==> src/sv/nos_pkg.sv <==
// shared widths, operation codes and chain types for the orientation search
package nos_pkg;

  localparam int MAX_REFS_DEF = 256;

  localparam int FUNC_W  = 2;
  localparam int ALPHA_W = 25;
  localparam int BETA_W  = 24;
  localparam int GAMMA_W = 25;
  localparam int IDX_W   = 8;
  // worst case sum of the three absolute differences
  localparam int DIST_W  = 27;

  localparam int S_DATA_RAW_W = ALPHA_W + BETA_W + GAMMA_W;
  localparam int S_DATA_W     = ((S_DATA_RAW_W + 7) / 8) * 8;
  localparam int M_DATA_W     = IDX_W;

  localparam logic [FUNC_W-1:0] FUNC_CLEAR  = 2'd0;
  localparam logic [FUNC_W-1:0] FUNC_APPEND = 2'd1;
  localparam logic [FUNC_W-1:0] FUNC_QUERY  = 2'd2;

  typedef struct packed {
    logic               valid;
    logic [ALPHA_W-1:0] alpha;
    logic [BETA_W-1:0]  beta;
    logic [GAMMA_W-1:0] gamma;
  } query_t;

  typedef struct packed {
    logic              valid;
    logic              have;
    logic [IDX_W-1:0]  idx;
    logic [DIST_W-1:0] l1_dist;
  } best_t;

endpackage

==> src/sv/nos_cell.sv <==
// one search cell: holds one reference and folds its distance into the running best
module nos_cell #(
  parameter int MAX_REFS = nos_pkg::MAX_REFS_DEF,
  parameter int INDEX    = 0
) (
  input  logic                           clk,
  input  logic                           rst,
  input  logic [$clog2(MAX_REFS+1)-1:0]  count,
  input  logic                           wr_en,
  input  logic [nos_pkg::ALPHA_W-1:0]    wr_alpha,
  input  logic [nos_pkg::BETA_W-1:0]     wr_beta,
  input  logic [nos_pkg::GAMMA_W-1:0]    wr_gamma,
  input  nos_pkg::query_t                q_in,
  output nos_pkg::query_t                q_out,
  input  nos_pkg::best_t                 b_in,
  output nos_pkg::best_t                 b_out
);
  import nos_pkg::*;

  localparam int CNT_W = $clog2(MAX_REFS + 1);

  logic [ALPHA_W-1:0] ref_alpha;
  logic [BETA_W-1:0]  ref_beta;
  logic [GAMMA_W-1:0] ref_gamma;
  logic [DIST_W-1:0]  l1_dist;
  logic [DIST_W-1:0]  l1_dist_next;
  logic               active;
  logic [ALPHA_W-1:0] da;
  logic [BETA_W-1:0]  db;
  logic [GAMMA_W-1:0] dg;
  logic               take;

  always_comb begin
    da = (q_in.alpha >= ref_alpha) ? q_in.alpha - ref_alpha : ref_alpha - q_in.alpha;
    db = (q_in.beta  >= ref_beta)  ? q_in.beta  - ref_beta  : ref_beta  - q_in.beta;
    dg = (q_in.gamma >= ref_gamma) ? q_in.gamma - ref_gamma : ref_gamma - q_in.gamma;
    l1_dist_next = DIST_W'(da) + DIST_W'(db) + DIST_W'(dg);
  end

  // strict less keeps the lower index on a tie
  assign take = active && (!b_in.have || (l1_dist < b_in.l1_dist));

  always_ff @(posedge clk) begin
    if (wr_en && (count == CNT_W'(INDEX))) begin
      ref_alpha <= wr_alpha;
      ref_beta  <= wr_beta;
      ref_gamma <= wr_gamma;
    end
    q_out.alpha <= q_in.alpha;
    q_out.beta  <= q_in.beta;
    q_out.gamma <= q_in.gamma;
    l1_dist     <= l1_dist_next;
    active      <= (CNT_W'(INDEX) < count);
    if (take) begin
      b_out.have    <= 1'b1;
      b_out.idx     <= IDX_W'(INDEX);
      b_out.l1_dist <= l1_dist;
    end else begin
      b_out.have    <= b_in.have;
      b_out.idx     <= b_in.idx;
      b_out.l1_dist <= b_in.l1_dist;
    end
    if (rst) begin
      q_out.valid <= 1'b0;
      b_out.valid <= 1'b0;
    end else begin
      q_out.valid <= q_in.valid;
      b_out.valid <= q_out.valid;
    end
  end

endmodule

==> config.mk <==
export PLATFORM = sky130hd
export DESIGN_NAME = nos_cell
export DESIGN_NICKNAME = d
export VERILOG_FILES = /design/src/sv/nos_pkg.sv /design/src/sv/nos_cell.sv
export SDC_FILE = /design/constraint.sdc
export NUM_CORES = 1
export LEC_CHECK = 0
export BUFFER_PORTS_ARGS = -buffer_cell sky130_fd_sc_hd__buf_2
export CORE_MARGIN = 2
export CORE_UTILIZATION = 51
export DETAILED_ROUTE_END_ITERATION = 7
export PLACE_DENSITY_LB_ADDON = 0.08
export SETUP_SLACK_MARGIN = 0.3
export SLEW_MARGIN = 10
export SYNTH_ARGS = -nofsm -noshare
export SYNTH_HDL_FRONTEND = slang
export SYNTH_SLANG_ARGS = --single-unit
==> constraint.sdc <==
create_clock -name clk -period 5.6 [get_ports clk]
set_input_delay 0.84 -clock clk [delete_from_list [all_inputs] [get_ports clk]]
set_output_delay 0.84 -clock clk [all_outputs]
set_load 0.03 [all_outputs]
==> results of run 1 <==
layout by cell type (no fill, tap or decap), types with 26 or more instances in the layout:
cell,count
o21ai_0,68
inv_1,256
a21o_1,83
buf_4,317
edfxtp_1,74
nand2_1,83
nand3_1,26
ha_1,184
xnor2_1,48
dfxtp_1,140
a21oi_1,149
nor2_1,70
fa_1,29
mux2_2,29
buf_2,307
worst max-delay path, delay by kind of cell:
family	cells	cell delay, ps
muxes	1	240
AOI/OAI and AO/OA	13	2610
and+or+nand+nor	1	140
adders and majority gates	4	1330
buffers and inverters	5	510
xor gates and xnor gates	2	370
flip-flops by register name (all words and copies together), names as in the netlist:
| register | cells |
|---|---|
| ref_alpha | 25 |
| q_out | 75 |
| b_out | 37 |
| ref_gamma | 25 |
| l1_dist | 27 |
| ref_beta | 24 |
| active | 1 |
logic make-up after synthesis:
logic type | Yosys count
AO/OA/AOI/OAI | 503
XOR/XNOR | 84
adder cells (fa/ha/maj) | 227
buffers and inverters | 323
flip-flops | 214
multiplexers | 58
AND/OR/NAND/NOR | 307
worst paths after layout:
check	startpoint	endpoint	slack (ps)	depth (start not counted)
setup / recovery	q_in[25]	l1_dist[25]	-50	26
hold reg to reg	q_out[74]	b_out[36]	470	1
setup reg to reg	ref_beta[0]	l1_dist[25]	-20	24
hold / removal	q_in[30]	q_out[30]	430	1
routing by layer:
layer | GRT usage | routed length (µm)
met2 | 0.480 | 21300
met5 | 0 | 12
met4 | 0.0904 | 1390
met3 | 0.0492 | 3240
met1 | 0.374 | 20100
repair_timing:
action	in CTS	in global routing
pin swaps	11	28
endpoints found under the setup margin	15	19
endpoints found under the hold margin	0	0
cloned	1	0
buffers inserted	7	8
gates resized for setup	48	35
hold buffers	0	0
through the flow:
step | hold slack (ps) | cell area, µm² | power, W | setup TNS (ps) | worst slack, ps
after detailed placement | 455 | 19700 | 0.00478 | -6170 | -628
final | 433 | 21200 | 0.00690 | -70.7 | -54.8
after global placement | 455 | 19700 | 0.00472 | -4580 | -505
after global routing | 409 | 21200 | 0.00732 | -1120 | -226
after floorplan | 414 | 15600 | 0.00375 | 0 | 197
after CTS | 418 | 21000 | 0.00671 | 0 | 59.5
power breakdown:
group	leakage [nW]	internal, W	total [W]	switching, W
logic	8.55	0.00152	0.00316	0.00165
registers	1.84	0.00186	0.00198	0.000116
clock network	0.424	0.00109	0.00175	0.000665
total	10.8	0.00447	0.00690	0.00243
cell type report:
cell class	count	area, µm²
multi-input cells	1179	9680
repair buffers	638	4120
fillers	2449	8590
clock inverters	14	208
diodes	3	7.51
inverters	262	996
well taps	390	488
clock buffers	31	678
flip-flops and latches	214	5020
==> flow_metrics.py, run 1 <==
metrics = {
    "floorplan": {
        "die_h_um": 178,
        "core_area_um2": 29800,
        "die_w_um": 178,
        "pin_count": 310,
        "num_rows": 63,
        "start_util": 0.520,
        "die_area_um2": 31800,
    },
    "logic_synthesis": {
        "yosys.area.top_type": "dfxtp_1",
        "async_reset_ff_frac": 0,
        "synth_area_um2": 15500,
        "synth_top_cells_by_area": "dfxtp_1 18%, ha_1 16%, edfxtp_1 14%",
        "synth-seq-cells": 214,
        "yosysUniqueCellTypes": 74,
        "synth_edf_count": 74,
        "synth_xor_area_frac": 0.0474,
        "yosysSeqAreaShare": 0.324,
        "synth_mux_area_frac": 0.0399,
        "yosys.area_share.simple": 0.0956,
        "syn-num-nets": 2141,
        "synth_top_cell_area_share": 0.181,
        "yosysWarnings": 0,
        "synth_top_family_by_area": "compound AO/OA/AOI/OAI gates",
        "synth_compound_gate_area_share": 0.212,
        "syn_inst": 1716,
        "synthTopCellsByCount": "262 x inv_1, 196 x ha_1, 161 x a21oi_1",
        "synthAdderAreaFrac": 0.198,
        "synth-main-ff-cell": "dfxtp_1",
        "avgSynthCellArea_um2": 9.04,
        "yosysMostFrequentCell": "inv_1",
    },
    "power_and_ir_drop": {
        "ir_drop_v": 0.000280,
        "cellLeakagePower_nw": 10.8,
        "power_density_nw_per_um2": 325,
    },
    "detailed_routing": {
        "vias": 14500,
        "viasPerCell": 5.30,
        "totalWireLength_mm": 45.9,
        "drc_errors": 0,
        "dr.pass1.iters": 5,
        "ant_nets": 0,
        "avgRoutedWirePerCell_um": 16.8,
        "drt_iter0_drc": 931,
    },
    "grt": {
        "grt_antenna_before_repair": 5,
        "grtUsageTotal": 0.286,
        "grt_start_max_net_pins": 75,
        "grt_first_pass_wirelength_mm": 72.2,
        "grt_overflow_total": 0,
        "grt_pass1_vias": 14400,
    },
    "timing": {
        "slew_violations": 0,
        "rsz0062_at_grt": "yes",
        "finalHoldViolCount": 0,
        "finalCritPeriodShare": 1.01,
        "slew-limit-headroom": 0.259,
        "period_needed_ps": 5650,
        "fmax_mhz": 177,
        "worst_slew_pin_slew_ps": 1110,
        "clock_skew_ps": 15.2,
        "layout_setup_ws_ps": -54.8,
        "finalSetupViolations": 3,
    },
    "worst_setup_path": {
        "crit_fanout": 5,
        "critPathMaxStageDelay_ps": 470,
        "cp-start-kind": "input port",
        "worst_path_most_repeated_cell": "o211ai_1",
        "crit_path_end_kind": "flip-flop",
        "required_ps": 6020,
        "crit_type": "input port to flip-flop",
        "cp_slowest_cell": "fa_1",
        "worst-endpoint-arrival_ps": 6070,
    },
    "clock_network": {
        "insertion_delay_ps": 540,
        "cts-root-buf": "clkbuf_16",
        "path_clk_slew_ps": 60,
        "clock-sinks": 214,
        "clockBufferDepth": 3,
        "cts_buffers": 25,
        "cts_tree": "done",
        "cts_max_level": 1,
    },
    "placement": {
        "place_congestion": 0.939,
        "io_buffers": 308,
        "hpwl_mm": 37.2,
        "dp_cells": 2667,
    },
    "final_layout": {
        "syn_to_final_growth_pct": 36.8,
        "final_nets": 2745,
        "utilization": 0.712,
        "stdcell_count": 2731,
        "drive_gt1_frac": 0.342,
    },
    "min_path": {
        "hp-class": "input port to flip-flop",
    },
    "status": {
        "outcome": "finished with violations",
        "failed_checks": "setup timing",
    },
    "run": {
        "max-cap-violations": 0,
    },
}
No activity file was read; power rests on OpenSTA's default activity.
==> run 2, diff against run 1 <==
SETUP_SLACK_MARGIN = 0.1   (was 0.3)
==> flow_metrics.py, run 2 (synthesis gave the netlist of run 1 again) <==
metrics = {
    "status": {
        "outcome": "finished with violations",
        "failed_checks": "setup timing",
    },
    "detailed_routing": {
        "viasPerCell": 5.32,
        "vias": 14600,
        "dr.pass1.iters": 5,
        "drc_errors": 0,
        "drt_iter0_drc": 834,
        "ant_nets": 0,
        "avgRoutedWirePerCell_um": 16.7,
        "totalWireLength_mm": 45.7,
    },
    "final_layout": {
        "top_register": "q_out",
        "final_nets": 2758,
        "mostFrequentLayoutCells": "338 x buf_4, 307 x buf_2, 255 x inv_1",
        "stdcell_count": 2742,
        "reg_top3": "q_out: 75 flops, b_out: 37 flops, l1_dist: 27 flops",
        "syn_to_final_growth_pct": 34.8,
        "utilization": 0.701,
        "final_common_cell": "buf_4",
        "drive_gt1_frac": 0.335,
        "largest_reg_flops": 75,
    },
    "clock_network": {
        "insertion_delay_ps": 530,
        "clockBufferDepth": 3,
        "clock-sinks": 214,
        "cts_max_level": 1,
        "cts_buffers": 24,
        "cts_hold_buffers": 0,
        "cts-root-buf": "clkbuf_16",
        "cts_tree": "done",
        "path_clk_slew_ps": 60,
    },
    "power_and_ir_drop": {
        "p_total_w": 0.00644,
        "cellLeakagePower_nw": 10.8,
        "ir_drop_v": 0.000254,
        "power_density_nw_per_um2": 308,
    },
    "timing": {
        "layout_setup_ws_ps": -3.73,
        "clock_skew_ps": 15.8,
        "rsz0062_at_grt": "yes",
        "period_needed_ps": 5600,
        "slew_violations": 0,
        "finalSetupViolations": 1,
        "hold_ws_ps": 441,
        "slew-limit-headroom": 0.240,
        "finalHoldViolCount": 0,
        "worst_slew_pin_slew_ps": 1140,
        "fmax_mhz": 178,
        "finalCritPeriodShare": 1.00,
    },
    "grt": {
        "grt_pass1_vias": 14500,
        "grtUsageTotal": 0.285,
        "grt_start_max_net_pins": 75,
        "grt_overflow_total": 0,
        "grt_first_pass_wirelength_mm": 72.4,
        "grt_antenna_before_repair": 1,
    },
    "worst_setup_path": {
        "crit_type": "input port to flip-flop",
        "critPathMaxStageDelay_ps": 560,
        "cp_slowest_cell": "fa_1",
        "required_ps": 6020,
        "cp-start-kind": "input port",
        "crit_family": "compound AO/OA/AOI/OAI gates",
        "crit_path_end_kind": "flip-flop",
        "worst-endpoint-arrival_ps": 6030,
        "cp.buffers_inverters": 6,
        "crit_fanout": 5,
    },
    "floorplan": {
        "core_area_um2": 29800,
        "die_area_um2": 31800,
        "pin_count": 310,
        "start_util": 0.520,
        "die_w_um": 178,
        "die_h_um": 178,
        "num_rows": 63,
    },
    "placement": {
        "place_congestion": 0.958,
        "dp_cells": 2685,
        "io_buffers": 308,
        "pre_cts_ws_ps": -742,
        "hpwl_mm": 37.5,
    },
    "min_path": {
        "hp-class": "input port to flip-flop",
    },
    "run": {
        "max-cap-violations": 0,
    },
}
==> run 2: final cells by class <==
class	count	area (µm²)
fillers	2415	8900
multi-input cells	1179	9470
repair buffers	652	4170
flip-flops and latches	214	5020
clock buffers	36	718
diodes	1	2.50
inverters	262	986
clock inverters	8	40.0
well taps	390	488
==> run 2: worst register-to-register path, cell delays in order (launching register included) <==
cell	delay [ps]
edfxtp_1	400
ha_4	160
inv_2	40
fa_2	330
a21o_1	230
a2111oi_4	360
o211ai_1	200
a31oi_1	300
o21ai_2	100
a21oi_4	150
buf_12	140
buf_8	130
mux2i_4	230
xnor2_2	120
fa_1	560
inv_2	50
ha_4	220
o21ai_0	210
nor2_1	90
o31a_1	270
o311a_1	390
o31ai_2	330
a21boi_2	100
o21ai_1	130
nand2b_1	80
xor2_1	140
==> run 2: timing repair <==
action | 4_1_cts | 5_1_grt
setup buffers | 6 | 6
pin swaps | 22 | 32
gates resized for setup | 18 | 34
setup endpoints to repair | 10 | 12
==> run 2: through the flow <==
| step | area (µm²) | setup TNS [ps] |
|---|---|---|
| after global placement | 19800 | -5420 |
| after detailed placement | 19800 | -8500 |
| final | 20900 | -3.73 |
| after global routing | 20900 | -668 |
| after CTS | 20700 | 0 |
| after floorplan | 15600 | 0 |
==> run 2: path summary, 6_finish.rpt <==
| check | startpoint | endpoint | slack (ps) | cells past startpoint |
|---|---|---|---|---|
| worst min register to register | active | b_out[35] | 450 | 1 |
| worst max-delay path | q_in[25] | l1_dist[20] | -4 | 27 |
| worst min-delay path | q_in[31] | q_out[31] | 440 | 1 |
| worst max register to register | ref_beta[0] | l1_dist[20] | 30 | 25 |
==> run 2: where the power goes <==
part | total (W) | internal [W] | switching, W
Combinational | 0.00296 | 0.00139 | 0.00157
Clock | 0.00151 | 0.000883 | 0.000624
Sequential | 0.00198 | 0.00186 | 0.000115
==> run 2: layer usage <==
| layer | GRT usage | part of all wire |
|---|---|---|
| met4 | 0.0965 | 0.032 |
| met1 | 0.375 | 0.44 |
| met3 | 0.0445 | 0.065 |
| met2 | 0.477 | 0.46 |
| met5 | 0 | 0 |
